`src/design/mmh_pkg.sv`:
```
// Shared types, constants and helpers for the MurmurHash2 key hasher.
// Depends on nothing; every other file in this block imports it.
package mmh_pkg;

  // Hash constants
  localparam logic [31:0] MIX_MULT    = 32'h5bd1e995;
  localparam logic [31:0] SEED_INIT   = 32'h9e3779b9;
  localparam int unsigned WORD_SHIFT  = 24;
  localparam int unsigned FIN_SHIFT_A = 13;
  localparam int unsigned FIN_SHIFT_B = 15;

  // Bytes in one key word and its full count code
  localparam logic [2:0]  FULL_COUNT  = 3'd4;

  // Queue sizes (powers of two)
  localparam int unsigned CMDQ_DEPTH  = 2;
  localparam int unsigned CMDQ_AW     = $clog2(CMDQ_DEPTH);
  localparam int unsigned RESQ_DEPTH  = 2;
  localparam int unsigned RESQ_AW     = $clog2(RESQ_DEPTH);

  // Input item as seen on the push side
  typedef struct packed {
    logic [31:0] key_word;
    logic [2:0]  byte_count;
    logic        last_word;
    logic [31:0] key_length;
  } in_item_t;

  // Result item as seen on the pop side
  typedef struct packed {
    logic [31:0] key_hash;
    logic        bad_framing;
  } out_item_t;

  // What the back end does with the running hash for one word
  typedef enum logic [1:0] {
    OP_NONE = 2'd0,  // nothing folded (empty last word or short word)
    OP_FULL = 2'd1,  // h = h*M ^ kmix
    OP_TAIL = 2'd2   // h = (h ^ tail)*M
  } cmd_op_t;

  // One command from the front end to the back end
  typedef struct packed {
    cmd_op_t     op;
    logic        first;   // start of key: running hash restarts at init
    logic [31:0] init;    // seed ^ key_length
    logic [31:0] opnd;    // mixed word for OP_FULL, masked tail for OP_TAIL
    logic        last;    // finalize and emit after this command
    logic        bad;     // framing verdict, valid with last
  } cmd_t;

  // Command queue status
  typedef struct packed {
    logic full;
    logic empty;
  } cmdq_stat_t;

  // Mask of the valid low bytes of a partial word
  function automatic logic [31:0] tail_mask(logic [2:0] cnt);
    logic [31:0] m;
    unique case (cnt)
      3'd1:    m = 32'h0000_00ff;
      3'd2:    m = 32'h0000_ffff;
      3'd3:    m = 32'h00ff_ffff;
      default: m = 32'hffff_ffff;
    endcase
    return m;
  endfunction

endpackage

```
`src/design/murmur2_key_hash.sv`:
```
// Top level of the streaming MurmurHash2 key hasher.
// Depends on mmh_pkg, mmh_front, mmh_cmd_fifo and mmh_back.
//
// Hashes byte keys sent as little-endian 32-bit words with 32-bit MurmurHash2
// and hands one result (hash plus framing flag) per key on a queue-style pop
// side. The push side takes one word per cycle while the command queue has
// room; in the back end each full, partial or empty word is one fold step and
// the last word of a key adds a finalize multiply on the single shared
// multiplier, so a stream of long keys runs near one word per cycle. With
// nothing stalled, the last word of a key passes stage one, the command queue
// and the running hash register, then the finalize step into the result queue.
// The user must write the seed through cfg_hash_seed (always ready) only while
// no key is in flight; the block itself does not enforce this.
module murmur2_key_hash
  import mmh_pkg::*;
(
  input  logic        clk,
  input  logic        rst_n,
  input  logic        push,
  output logic        full,
  input  in_item_t    in_item,
  output logic        empty,
  input  logic        pop,
  output out_item_t   out_item,
  input  logic        cfg_valid,
  output logic        cfg_ready,
  input  logic [31:0] cfg_hash_seed
);

  logic       cmd_push, cmd_pop;
  cmd_t       cmd_wr, cmd_rd;
  cmdq_stat_t cmdq_stat;

  mmh_front u_front (
    .clk           (clk),
    .rst_n         (rst_n),
    .push          (push),
    .full          (full),
    .in_item       (in_item),
    .cfg_valid     (cfg_valid),
    .cfg_ready     (cfg_ready),
    .cfg_hash_seed (cfg_hash_seed),
    .cmd_push      (cmd_push),
    .cmd           (cmd_wr),
    .cmdq_stat     (cmdq_stat)
  );

  mmh_cmd_fifo u_cmdq (
    .clk    (clk),
    .rst_n  (rst_n),
    .wr_en  (cmd_push),
    .wr_cmd (cmd_wr),
    .rd_en  (cmd_pop),
    .rd_cmd (cmd_rd),
    .stat   (cmdq_stat)
  );

  mmh_back u_back (
    .clk       (clk),
    .rst_n     (rst_n),
    .cmd       (cmd_rd),
    .cmdq_stat (cmdq_stat),
    .cmd_pop   (cmd_pop),
    .empty     (empty),
    .pop       (pop),
    .out_item  (out_item)
  );

`ifndef SYNTH
  // Reset leaves no result waiting and the push side open
  a_reset_clean: assert property (@(posedge clk)
    !rst_n |=> (empty && !full))
    else $error("result or stall left after reset");

  // Front end never writes a full command queue
  a_no_cmd_overrun: assert property (@(posedge clk) disable iff (!rst_n)
    cmd_push |-> !cmdq_stat.full)
    else $error("command written into a full queue");

  // Back end never takes from an empty command queue
  a_no_cmd_underrun: assert property (@(posedge clk) disable iff (!rst_n)
    cmd_pop |-> !cmdq_stat.empty)
    else $error("command read from an empty queue");
`endif

endmodule

```
`src/design/mmh_front.sv`:
```
// Front end: takes key words, tracks framing, pre-mixes full words.
// Depends on mmh_pkg; feeds mmh_cmd_fifo.
module mmh_front
  import mmh_pkg::*;
(
  input  logic        clk,
  input  logic        rst_n,
  // item input
  input  logic        push,
  output logic        full,
  input  in_item_t    in_item,
  // seed register write
  input  logic        cfg_valid,
  output logic        cfg_ready,
  input  logic [31:0] cfg_hash_seed,
  // command output
  output logic        cmd_push,
  output cmd_t        cmd,
  input  cmdq_stat_t  cmdq_stat
);

  // Seed register
  logic [31:0] seed_r;

  // Per-key framing state
  logic        inside_key_r;
  logic [31:0] bytes_seen_r;
  logic [31:0] held_len_r;
  logic        err_r;

  // Stage one: classified item, first multiply done
  logic        s1_v_r,  s1_v_nxt;
  cmd_t        s1_r;

  logic        accept;
  logic        first;
  logic        over;
  logic [2:0]  cnt;
  logic [31:0] base_bytes, bytes_nxt, held_nxt;
  logic        err_nxt;
  cmd_op_t     op;
  logic [31:0] k1_mix;
  logic [31:0] k2_mix;

  assign cfg_ready = 1'b1;
  assign full      = s1_v_r && cmdq_stat.full;
  assign accept    = push && !full;
  assign cmd_push  = s1_v_r && !cmdq_stat.full;

  // Classify the incoming word
  always_comb begin
    first      = !inside_key_r;
    over       = in_item.byte_count > FULL_COUNT;
    cnt        = over ? FULL_COUNT : in_item.byte_count;
    base_bytes = first ? 32'd0 : bytes_seen_r;
    held_nxt   = first ? in_item.key_length : held_len_r;
    bytes_nxt  = base_bytes + 32'(cnt);
    err_nxt    = (!first && err_r) || over ||
                 ((cnt != FULL_COUNT) && !in_item.last_word);
    priority if (cnt == FULL_COUNT) begin
      op = OP_FULL;
    end else if (in_item.last_word && (cnt != 3'd0)) begin
      op = OP_TAIL;
    end else begin
      op = OP_NONE;
    end
    k1_mix = in_item.key_word * MIX_MULT;
  end

  // Second half of the word mix on the way into the queue
  always_comb begin
    k2_mix = (s1_r.opnd ^ (s1_r.opnd >> WORD_SHIFT)) * MIX_MULT;
    cmd    = s1_r;
    if (s1_r.op == OP_FULL) begin
      cmd.opnd = k2_mix;
    end
  end

  assign s1_v_nxt = accept || (s1_v_r && !cmd_push);

  // Control state
  always_ff @(posedge clk) begin
    if (!rst_n) begin
      seed_r       <= SEED_INIT;
      inside_key_r <= 1'b0;
      err_r        <= 1'b0;
      s1_v_r       <= 1'b0;
    end else begin
      s1_v_r <= s1_v_nxt;
      if (cfg_valid && cfg_ready) begin
        seed_r <= cfg_hash_seed;
      end
      if (accept) begin
        inside_key_r <= !in_item.last_word;
        err_r        <= err_nxt;
      end
    end
  end

  // Payload of stage one and the key counters
  always_ff @(posedge clk) begin
    if (accept) begin
      bytes_seen_r <= bytes_nxt;
      held_len_r   <= held_nxt;
      s1_r.op      <= op;
      s1_r.first   <= first;
      s1_r.init    <= seed_r ^ in_item.key_length;
      s1_r.opnd    <= (op == OP_FULL) ? k1_mix
                                      : (in_item.key_word & tail_mask(cnt));
      s1_r.last    <= in_item.last_word;
      s1_r.bad     <= err_nxt || (bytes_nxt != held_nxt);
    end
  end

endmodule

```
`src/design/mmh_cmd_fifo.sv`:
```
// Short command queue between the front and back ends.
// Depends on mmh_pkg for cmd_t and the queue depth.
module mmh_cmd_fifo
  import mmh_pkg::*;
(
  input  logic       clk,
  input  logic       rst_n,
  input  logic       wr_en,
  input  cmd_t       wr_cmd,
  input  logic       rd_en,
  output cmd_t       rd_cmd,
  output cmdq_stat_t stat
);

  cmd_t                 mem_r [CMDQ_DEPTH];
  logic [CMDQ_AW-1:0]   wptr_r, rptr_r;
  logic [CMDQ_AW:0]     cnt_r,  cnt_nxt;
  logic                 do_wr,  do_rd;

  assign stat.full  = cnt_r == (CMDQ_AW+1)'(CMDQ_DEPTH);
  assign stat.empty = cnt_r == '0;
  assign do_wr      = wr_en && !stat.full;
  assign do_rd      = rd_en && !stat.empty;
  assign rd_cmd     = mem_r[rptr_r];

  always_comb begin
    cnt_nxt = cnt_r;
    if (do_wr && !do_rd) begin
      cnt_nxt = cnt_r + 1'b1;
    end else if (do_rd && !do_wr) begin
      cnt_nxt = cnt_r - 1'b1;
    end
  end

  // Pointers and fill count
  always_ff @(posedge clk) begin
    if (!rst_n) begin
      wptr_r <= '0;
      rptr_r <= '0;
      cnt_r  <= '0;
    end else begin
      cnt_r <= cnt_nxt;
      if (do_wr) begin
        wptr_r <= wptr_r + 1'b1;
      end
      if (do_rd) begin
        rptr_r <= rptr_r + 1'b1;
      end
    end
  end

  // Entry storage
  always_ff @(posedge clk) begin
    if (do_wr) begin
      mem_r[wptr_r] <= wr_cmd;
    end
  end

endmodule

```
`src/design/mmh_back.sv`:
```
// Back end: folds commands into the running hash, finalizes, queues results.
// Depends on mmh_pkg; reads mmh_cmd_fifo.
module mmh_back
  import mmh_pkg::*;
(
  input  logic       clk,
  input  logic       rst_n,
  // command input
  input  cmd_t       cmd,
  input  cmdq_stat_t cmdq_stat,
  output logic       cmd_pop,
  // result output
  output logic       empty,
  input  logic       pop,
  output out_item_t  out_item
);

  typedef enum logic [1:0] {
    ST_EXEC = 2'b01,
    ST_FIN  = 2'b10
  } back_state_t;

  back_state_t state_r, state_nxt;
  logic [31:0] h_r, h_nxt;
  logic        bad_r;

  // Result queue
  out_item_t            resq_r [RESQ_DEPTH];
  logic [RESQ_AW-1:0]   wptr_r, rptr_r;
  logic [RESQ_AW:0]     cnt_r,  cnt_nxt;
  logic                 res_full, res_push, res_pop;
  out_item_t            res_item;

  logic [31:0] h_base, mul_a, mul_p;

  assign res_full = cnt_r == (RESQ_AW+1)'(RESQ_DEPTH);
  assign empty    = cnt_r == '0;
  assign res_pop  = pop && !empty;
  assign out_item = resq_r[rptr_r];

  // Shared multiplier: fold step or finalize step
  always_comb begin
    h_base = cmd.first ? cmd.init : h_r;
    if (state_r == ST_FIN) begin
      mul_a = h_r ^ (h_r >> FIN_SHIFT_A);
    end else if (cmd.op == OP_TAIL) begin
      mul_a = h_base ^ cmd.opnd;
    end else begin
      mul_a = h_base;
    end
    mul_p = mul_a * MIX_MULT;
  end

  assign res_item.key_hash    = mul_p ^ (mul_p >> FIN_SHIFT_B);
  assign res_item.bad_framing = bad_r;

  // Sequencer
  always_comb begin
    state_nxt = state_r;
    h_nxt     = h_r;
    cmd_pop   = 1'b0;
    res_push  = 1'b0;
    unique case (state_r)
      ST_EXEC: begin
        if (!cmdq_stat.empty) begin
          cmd_pop = 1'b1;
          unique case (cmd.op)
            OP_FULL: h_nxt = mul_p ^ cmd.opnd;
            OP_TAIL: h_nxt = mul_p;
            default: h_nxt = h_base;
          endcase
          if (cmd.last) begin
            state_nxt = ST_FIN;
          end
        end
      end
      ST_FIN: begin
        if (!res_full) begin
          res_push  = 1'b1;
          state_nxt = ST_EXEC;
        end
      end
      default: state_nxt = ST_EXEC;
    endcase
  end

  always_comb begin
    cnt_nxt = cnt_r;
    if (res_push && !res_pop) begin
      cnt_nxt = cnt_r + 1'b1;
    end else if (res_pop && !res_push) begin
      cnt_nxt = cnt_r - 1'b1;
    end
  end

  // Control state
  always_ff @(posedge clk) begin
    if (!rst_n) begin
      state_r <= ST_EXEC;
      wptr_r  <= '0;
      rptr_r  <= '0;
      cnt_r   <= '0;
    end else begin
      state_r <= state_nxt;
      cnt_r   <= cnt_nxt;
      if (res_push) begin
        wptr_r <= wptr_r + 1'b1;
      end
      if (res_pop) begin
        rptr_r <= rptr_r + 1'b1;
      end
    end
  end

  // Hash, verdict and result storage
  always_ff @(posedge clk) begin
    h_r <= h_nxt;
    if (cmd_pop && cmd.last) begin
      bad_r <= cmd.bad;
    end
    if (res_push) begin
      resq_r[wptr_r] <= res_item;
    end
  end

endmodule
```
`config.mk`:
```
export PLATFORM = sky130hd
export DESIGN_NAME = murmur2_key_hash
export DESIGN_NICKNAME = d
export VERILOG_FILES = /design/src/design/mmh_pkg.sv /design/src/design/murmur2_key_hash.sv /design/src/design/mmh_front.sv /design/src/design/mmh_cmd_fifo.sv /design/src/design/mmh_back.sv
export SDC_FILE = /design/constraint.sdc
export NUM_CORES = 2
export LEC_CHECK = 0
export BUFFER_PORTS_ARGS = -buffer_cell sky130_fd_sc_hd__buf_2
export CAP_MARGIN = 25
export CORE_AREA = 2 2 393 395
export DETAILED_ROUTE_END_ITERATION = 7
export DIE_AREA = 0 0 395 397
export PLACE_DENSITY = 0.55
export SYNTH_ARGS = -nofsm -noshare
export SYNTH_HDL_FRONTEND = slang
export SYNTH_SLANG_ARGS = --single-unit
export TNS_END_PERCENT = 100
```
`constraint.sdc`:
```
create_clock -name clk -period 13.8 [get_ports clk]
set_input_delay 0 -clock clk [delete_from_list [all_inputs] [get_ports clk]]
set_output_delay 0 -clock clk [all_outputs]
set_load 0.05 [all_outputs]
```
# Word level (Yosys, flattened, before mapping)
# Memory sizes are Yosys's and may differ from the RTL's. A register that Yosys moved wholly into a read port is not among the register bits.
# Cells that the tools add are included.
[op_classes]
n_addsub = 9
mul = 3
magnitude_cmp = 1
eq_ne = 17
mux = 33
n_bitwise = 8
reduce_logical = 37
[op_table]
columns = ["operator", "n"]
rows = [
  ["32-bit two-way mux", 8],
  ["32-bit by 31-bit multiplier with 32-bit output (second input constant)", 3],
  ["32-bit one-hot mux with 3 select lines", 1],
  ["32-bit XOR", 3],
  ["32-bit one-hot mux with 2 select lines", 1],
  ["32-bit by 3-bit adder with 32-bit output", 1],
  ["32-bit bitwise AND", 1],
  ["32-bit inequality test", 1],
  ["32-bit by 17-bit XOR with 32-bit output", 1],
  ["32-bit by 19-bit XOR with 32-bit output", 1],
  ["32-bit by 8-bit XOR with 32-bit output", 1],
  ["2-bit two-way mux", 9],
  ["1-bit logical AND", 15],
  ["1-bit two-way mux", 12],
  ["1-bit zero test", 11],
  ["2-bit by 1-bit equality test with 1-bit output (second input constant)", 4],
  ["2-bit equality test (second input constant)", 4],
  ["3-bit by 2-bit equality test with 1-bit output (second input constant)", 2],
  ["1-bit adder (second input constant)", 4],
  ["2-bit by 1-bit adder with 2-bit output (second input constant)", 2],
  ["2-bit zero test", 2],
  ["1-bit logical OR", 4],
  ["2-bit inequality test (second input constant)", 2],
  ["2-bit one-hot mux with 2 select lines", 1],
  ["other kinds (12)", 14],
]
[totals]
register_bits = 211
mem_bits_rw = 204
input_bits = 105
output_inout_bits = 36
elab_cells = 131
mem_count = 2
[memory_table]
columns = ["name", "words", "word_bits", "read_ports", "rd_ports_with_merged_regs", "wr", "line_no", "rtl"]
rows = [
  ["u_cmdq.mem_r", 2, 69, 1, 1, 1, "mmh_cmd_fifo.sv:15", "cmd_t mem_r [CMDQ_DEPTH];"],
  ["u_back.resq_r", 2, 33, 1, 1, 1, "mmh_back.sv:28", "out_item_t resq_r [RESQ_DEPTH];"],
]

# Longest topological paths before layout
[logic_depth]
ltp_word = 8
mapped_depth = 44
depth_no_buf = 34

# By module
# A second synthesis with hierarchy kept.
[hier_totals]
hier_cells = 4327
area_unflattened_um2 = 46264.4
[by_module_without_submodules]
columns = ["module", "instances", "cells_each", "area_per_inst_um2", "seq_area_each_um2"]
rows = [
  ["mmh_front", 1, 2596, 25994.9, 4694.5],
  ["mmh_back", 1, 1491, 15018.2, 3113.0],
  ["mmh_cmd_fifo", 1, 240, 5251.3, 4244.1],
]

# Worst setup path before layout
# OpenSTA, ideal clock, no wires.
[synth_path]
path_kind = "reg-to-reg"
from = "register with a tool-made name"
to = "register u_back.h_r[31], data pin"
t_arrival_ns = 9.848
setup_slack_ns = 3.685
stages_incl_launch_ff = 40
path_buffers = 10
period_less_slack_ns = 10.115
path_cell_list = "dfxtp_1 -> buf_6 -> buf_8 -> buf_6 -> buf_2 -> buf_2 -> buf_1 -> mux2i_1 -> ha_1 -> clkbuf_1 -> clkbuf_1 -> clkbuf_1 -> buf_2 -> nand2_1 -> xor2_1 -> a21oi_1 -> inv_1 -> fa_1 -> [... 4 more ...] -> fa_1 -> inv_1 -> fa_1 -> fa_1 -> fa_1 -> inv_1 -> fa_1 -> inv_1 -> ha_1 -> inv_1 -> o21bai_1 -> o21ai_0 -> a21oi_1 -> a31oi_1 -> a21oi_1 -> xor3_1 -> a221oi_2 -> a21oi_2"
[synth_rtl]
columns = ["element", "line_no", "rtl"]
rows = [
  ["to (signal assigned)", "mmh_back.sv:117", "h_r <= h_nxt;"],
  ["to (decl)", "mmh_back.sv:24", "logic [31:0] h_r, h_nxt;"],
]

==> flow_metrics.env <==
export IMPL_status="finished, final reports clean"
export IMPL_syn_avg_cell_area_um2=10.9
export IMPL_cp_end_kind="flop"
export IMPL_dr_pass1_iters=6
export IMPL_reg2reg_depth=31
export IMPL_min_to="u_front.seed_r[14]$_SDFFE_PN1P_"
export IMPL_slowest_delay_ns=0.76
export IMPL_rsz0062_at_grt="no"
export IMPL_synth_edf_count=370
export IMPL_synth_seq_cells=417
export IMPL_reg2reg_setup_slack_ns=3.72
export IMPL_finClkSkew_ns=0.0278
export IMPL_routed_wl_mm=123
export IMPL_required_ns=14.13
export IMPL_finalSetupTns_ns=0
export IMPL_die_w_um=395
export IMPL_synth_compound_area_share_pct=5.58
export IMPL_dr_total_vias=29400
export IMPL_antenna_found_initial=4
export IMPL_cp_arrival_ns=10.41
export IMPL_portBuffers=139
export IMPL_drt_first_iter_violations=1986
export IMPL_grt_overflow_total=0
export IMPL_clock_latency_ns=0.62
export IMPL_ys_flop_type="edfxtp_1"
export IMPL_area_delta_synth_final_pct=13.6
export IMPL_drive_gt1_share_pct=8.72
export IMPL_synth_top_family_by_area="adder cells"
export IMPL_grt_use_total_pct=15.9
export IMPL_gp_routability_congestion=0.930
export IMPL_hpwl_mm=99.3
export IMPL_fmax_mhz=99.2
export IMPL_setup_viol=0
export IMPL_drtAntennaViolNets=0
export IMPL_crit_path_start_kind="flop"
export IMPL_min_path_cells=2
export IMPL_cts_htree_levels=2
export IMPL_viasPerCell=4.51
export IMPL_finalMaxSlewViolations=0
export IMPL_path_buf_inv=8
export IMPL_postSynth_asyncResetShare_pct=0
export IMPL_die_y_um=397
export IMPL_clock_sinks=417
export IMPL_core_area_um2=153000
export IMPL_synthAdderAreaFrac_pct=41.6
export IMPL_grt_max_degree=75
export IMPL_hp_class="in -> reg"
export IMPL_tightest_slew_ns=1.09
export IMPL_clk_path_buf_depth=3
export IMPL_dieArea_um2=157000
export IMPL_layout_min_cycle_time_ns=10.08
export IMPL_grt_pass1_vias=31300
export IMPL_synthSimpleGateAreaFrac_pct=4.89
export IMPL_hold_viol_final=0
export IMPL_synth_mux_area_share_pct=4.67
export IMPL_final_nets=5726
export IMPL_synth_seq_area_share_pct=26.5
export IMPL_crit_fanout=40
export IMPL_fillers=15400
export IMPL_grt_pass1_wl_mm=190
export IMPL_cp_slowest_cell="dfxtp_4"
export IMPL_cts_root_buf="clkbuf_16"
export IMPL_max_cap_violations=0
export IMPL_wl_per_cell_um=18.9
export IMPL_min_delay_start="rst_n"
export IMPL_crit_top_cell="inv_1"
export IMPL_finalCritPeriodShare_pct=73.0
export IMPL_yosys_warnings=0
export IMPL_ys_types=77
export IMPL_synth_fp_nets=5446
export IMPL_criticalPathCategory="reg -> reg"
export IMPL_r2r_end="u_back.h_r[31]$_DFFE_PP_"
export IMPL_cts_setup_buffers=0
export IMPL_io_pins=141
export IMPL_cts_clk_slew_worst_paths_ns=0.06
export IMPL_cts_resized=0
export IMPL_synth_xor_area_share_pct=7.48
export IMPL_relSlewSlack_pct=26.7
export IMPL_cts_made_buffers=48
export IMPL_synthesis_area_um2=45500
export IMPL_cts_tree="done"
export IMPL_remaining_drc_errors=0
export IMPL_rows=144
export IMPL_syn_instance_count=4153
export IMPL_initial_core_util_pct=29.7
export IMPL_cpLargestDelayFamily="adder cells"
[cell families after synthesis]
kind of cell,after synthesis
compound gates,388
simple gates,475
mux,196
fa+ha+maj,1189
other cells,1
xor+xnor,380
flops,417
buf+inv,1107
[flip-flops by register name, summed over array words and instances (netlist names), 2 cells and up, named ones only]
| name | flops |
|---|---|
| u_back.resq_r | 66 |
| u_back.state_r | 2 |
| u_front.bytes_seen_r | 32 |
| u_back.h_r | 32 |
| u_front.held_len_r | 32 |
| u_cmdq.mem_r | 138 |
| u_back.cnt_r | 2 |
| u_cmdq.cnt_r | 2 |
| u_front.seed_r | 32 |
| u_front.cmd | 37 |
| u_front.s1_r | 32 |
[routing by layer]
| layer | vias up | part of all wire, % | wire length (µm) | GRT usage, % |
|---|---|---|---|---|
| li1 | 13900 | - | - | - |
| met1 | 14700 | 47 | 57900 | 22.2 |
| met2 | 601 | 46 | 57000 | 26.2 |
| met3 | 141 | 3.8 | 4740 | 1.63 |
| met4 | 0 | 3.1 | 3780 | 4.57 |
| met5 | - | 0 | 0 | 0 |
[layout by cell type (no fill, tap or decap), types with 16 or more instances in the layout]
cell type | synthesis | routed
nor3_1 | 25 | 25
o21ai_0 | 58 | 57
xor2_1 | 156 | 153
fa_1 | 540 | 540
mux2i_1 | 90 | 89
o21bai_1 | 16 | 16
o21ai_1 | 28 | 29
nor2_1 | 126 | 125
a21o_1 | 41 | 41
nand2_1 | 154 | 154
buf_2 | 4 | 139
inv_1 | 1028 | 1028
edfxtp_1 | 370 | 370
o21a_1 | 23 | 23
nor2b_1 | 38 | 36
xnor2_1 | 218 | 218
nand3_1 | 29 | 29
buf_4 | 2 | 42
a21oi_1 | 110 | 110
and2_1 | 22 | 22
mux2_2 | 97 | 97
ha_1 | 648 | 647
dlygate4sd3_1 | 0 | 124
clkbuf_16 | 0 | 48
dfxtp_1 | 47 | 45
a221oi_1 | 31 | 31
[Yosys cell counts (13+ instances only)]
library cell | instances | share of area, %
inv_1 | 1028 | 8.5
ha_1 | 648 | 18
fa_1 | 540 | 24
edfxtp_1 | 370 | 24
xnor2_1 | 218 | 4.2
xor2_1 | 156 | 3.0
nand2_1 | 154 | 1.3
nor2_1 | 126 | 1.0
a21oi_1 | 110 | 1.2
mux2_2 | 97 | 2.4
mux2i_1 | 90 | 2.0
o21ai_0 | 58 | 0.64
clkbuf_1 | 56 | 0.46
dfxtp_1 | 47 | 2.1
a21o_1 | 41 | 0.68
nor2b_1 | 38 | 0.52
a221oi_1 | 31 | 0.60
nand3_1 | 29 | 0.32
o21ai_1 | 28 | 0.31
nor3_1 | 25 | 0.28
o21a_1 | 23 | 0.38
and2_1 | 22 | 0.30
o21bai_1 | 16 | 0.26
nand4_1 | 14 | 0.19
and3_1 | 13 | 0.18
nand2b_1 | 13 | 0.18
[layout make-up]
class	instances	area [µm²]	share of cell area (%)
diodes	1	2.50	0.00485
clock buffers	54	1220	2.37
clock inverters	34	342	0.662
inverters	1030	3870	7.49
multi-input cells	2629	29300	56.7
flip-flops and latches	417	12100	23.4
well taps	2044	2560	4.95
repair buffers	307	2300	4.45
[worst max path at each step]
stage | start | to | slack [ns] | depth (start not counted)
after global placement | flop | u_back.h_r[31]$_DFFE_PP_ | 3.92 | 33
after floorplan | flop | u_back.h_r[31]$_DFFE_PP_ | 3.68 | 39
after detailed placement | flop | u_back.h_r[31]$_DFFE_PP_ | 3.77 | 31
after CTS | flop | u_back.h_r[31]$_DFFE_PP_ | 3.75 | 31
after global routing | flop | u_back.h_r[28]$_DFFE_PP_ | 3.14 | 32
final | flop | u_back.h_r[31]$_DFFE_PP_ | 3.72 | 31
[through the flow]
step           util, %  hold slack [ns]  cells  worst slack, ns  instance area, µm²
6_report          33.7           0.0295   6516             3.72               51600
5_1_grt           33.7           0.0365   6516             3.14               51600
4_1_cts           33.7          0.00282   6512             3.75               51600
3_5_place_dp      31.9            0.224   6300             3.77               48800
3_3_place_gp      31.9            0.217   6299             3.92               48800
2_1_floorplan        -           0.0989   4153             3.68               45500
[repair_timing]
| item | 4_1_cts | 5_1_grt |
|---|---|---|
| hold endpoints to repair | 124 | 0 |
| endpoints found under the setup margin | 0 | 0 |
| hold buffers | 124 | 0 |
Power is left out: the tool's default activity adds up to more than one toggle a clock period on the data nets, which glitch-free logic cannot reach.
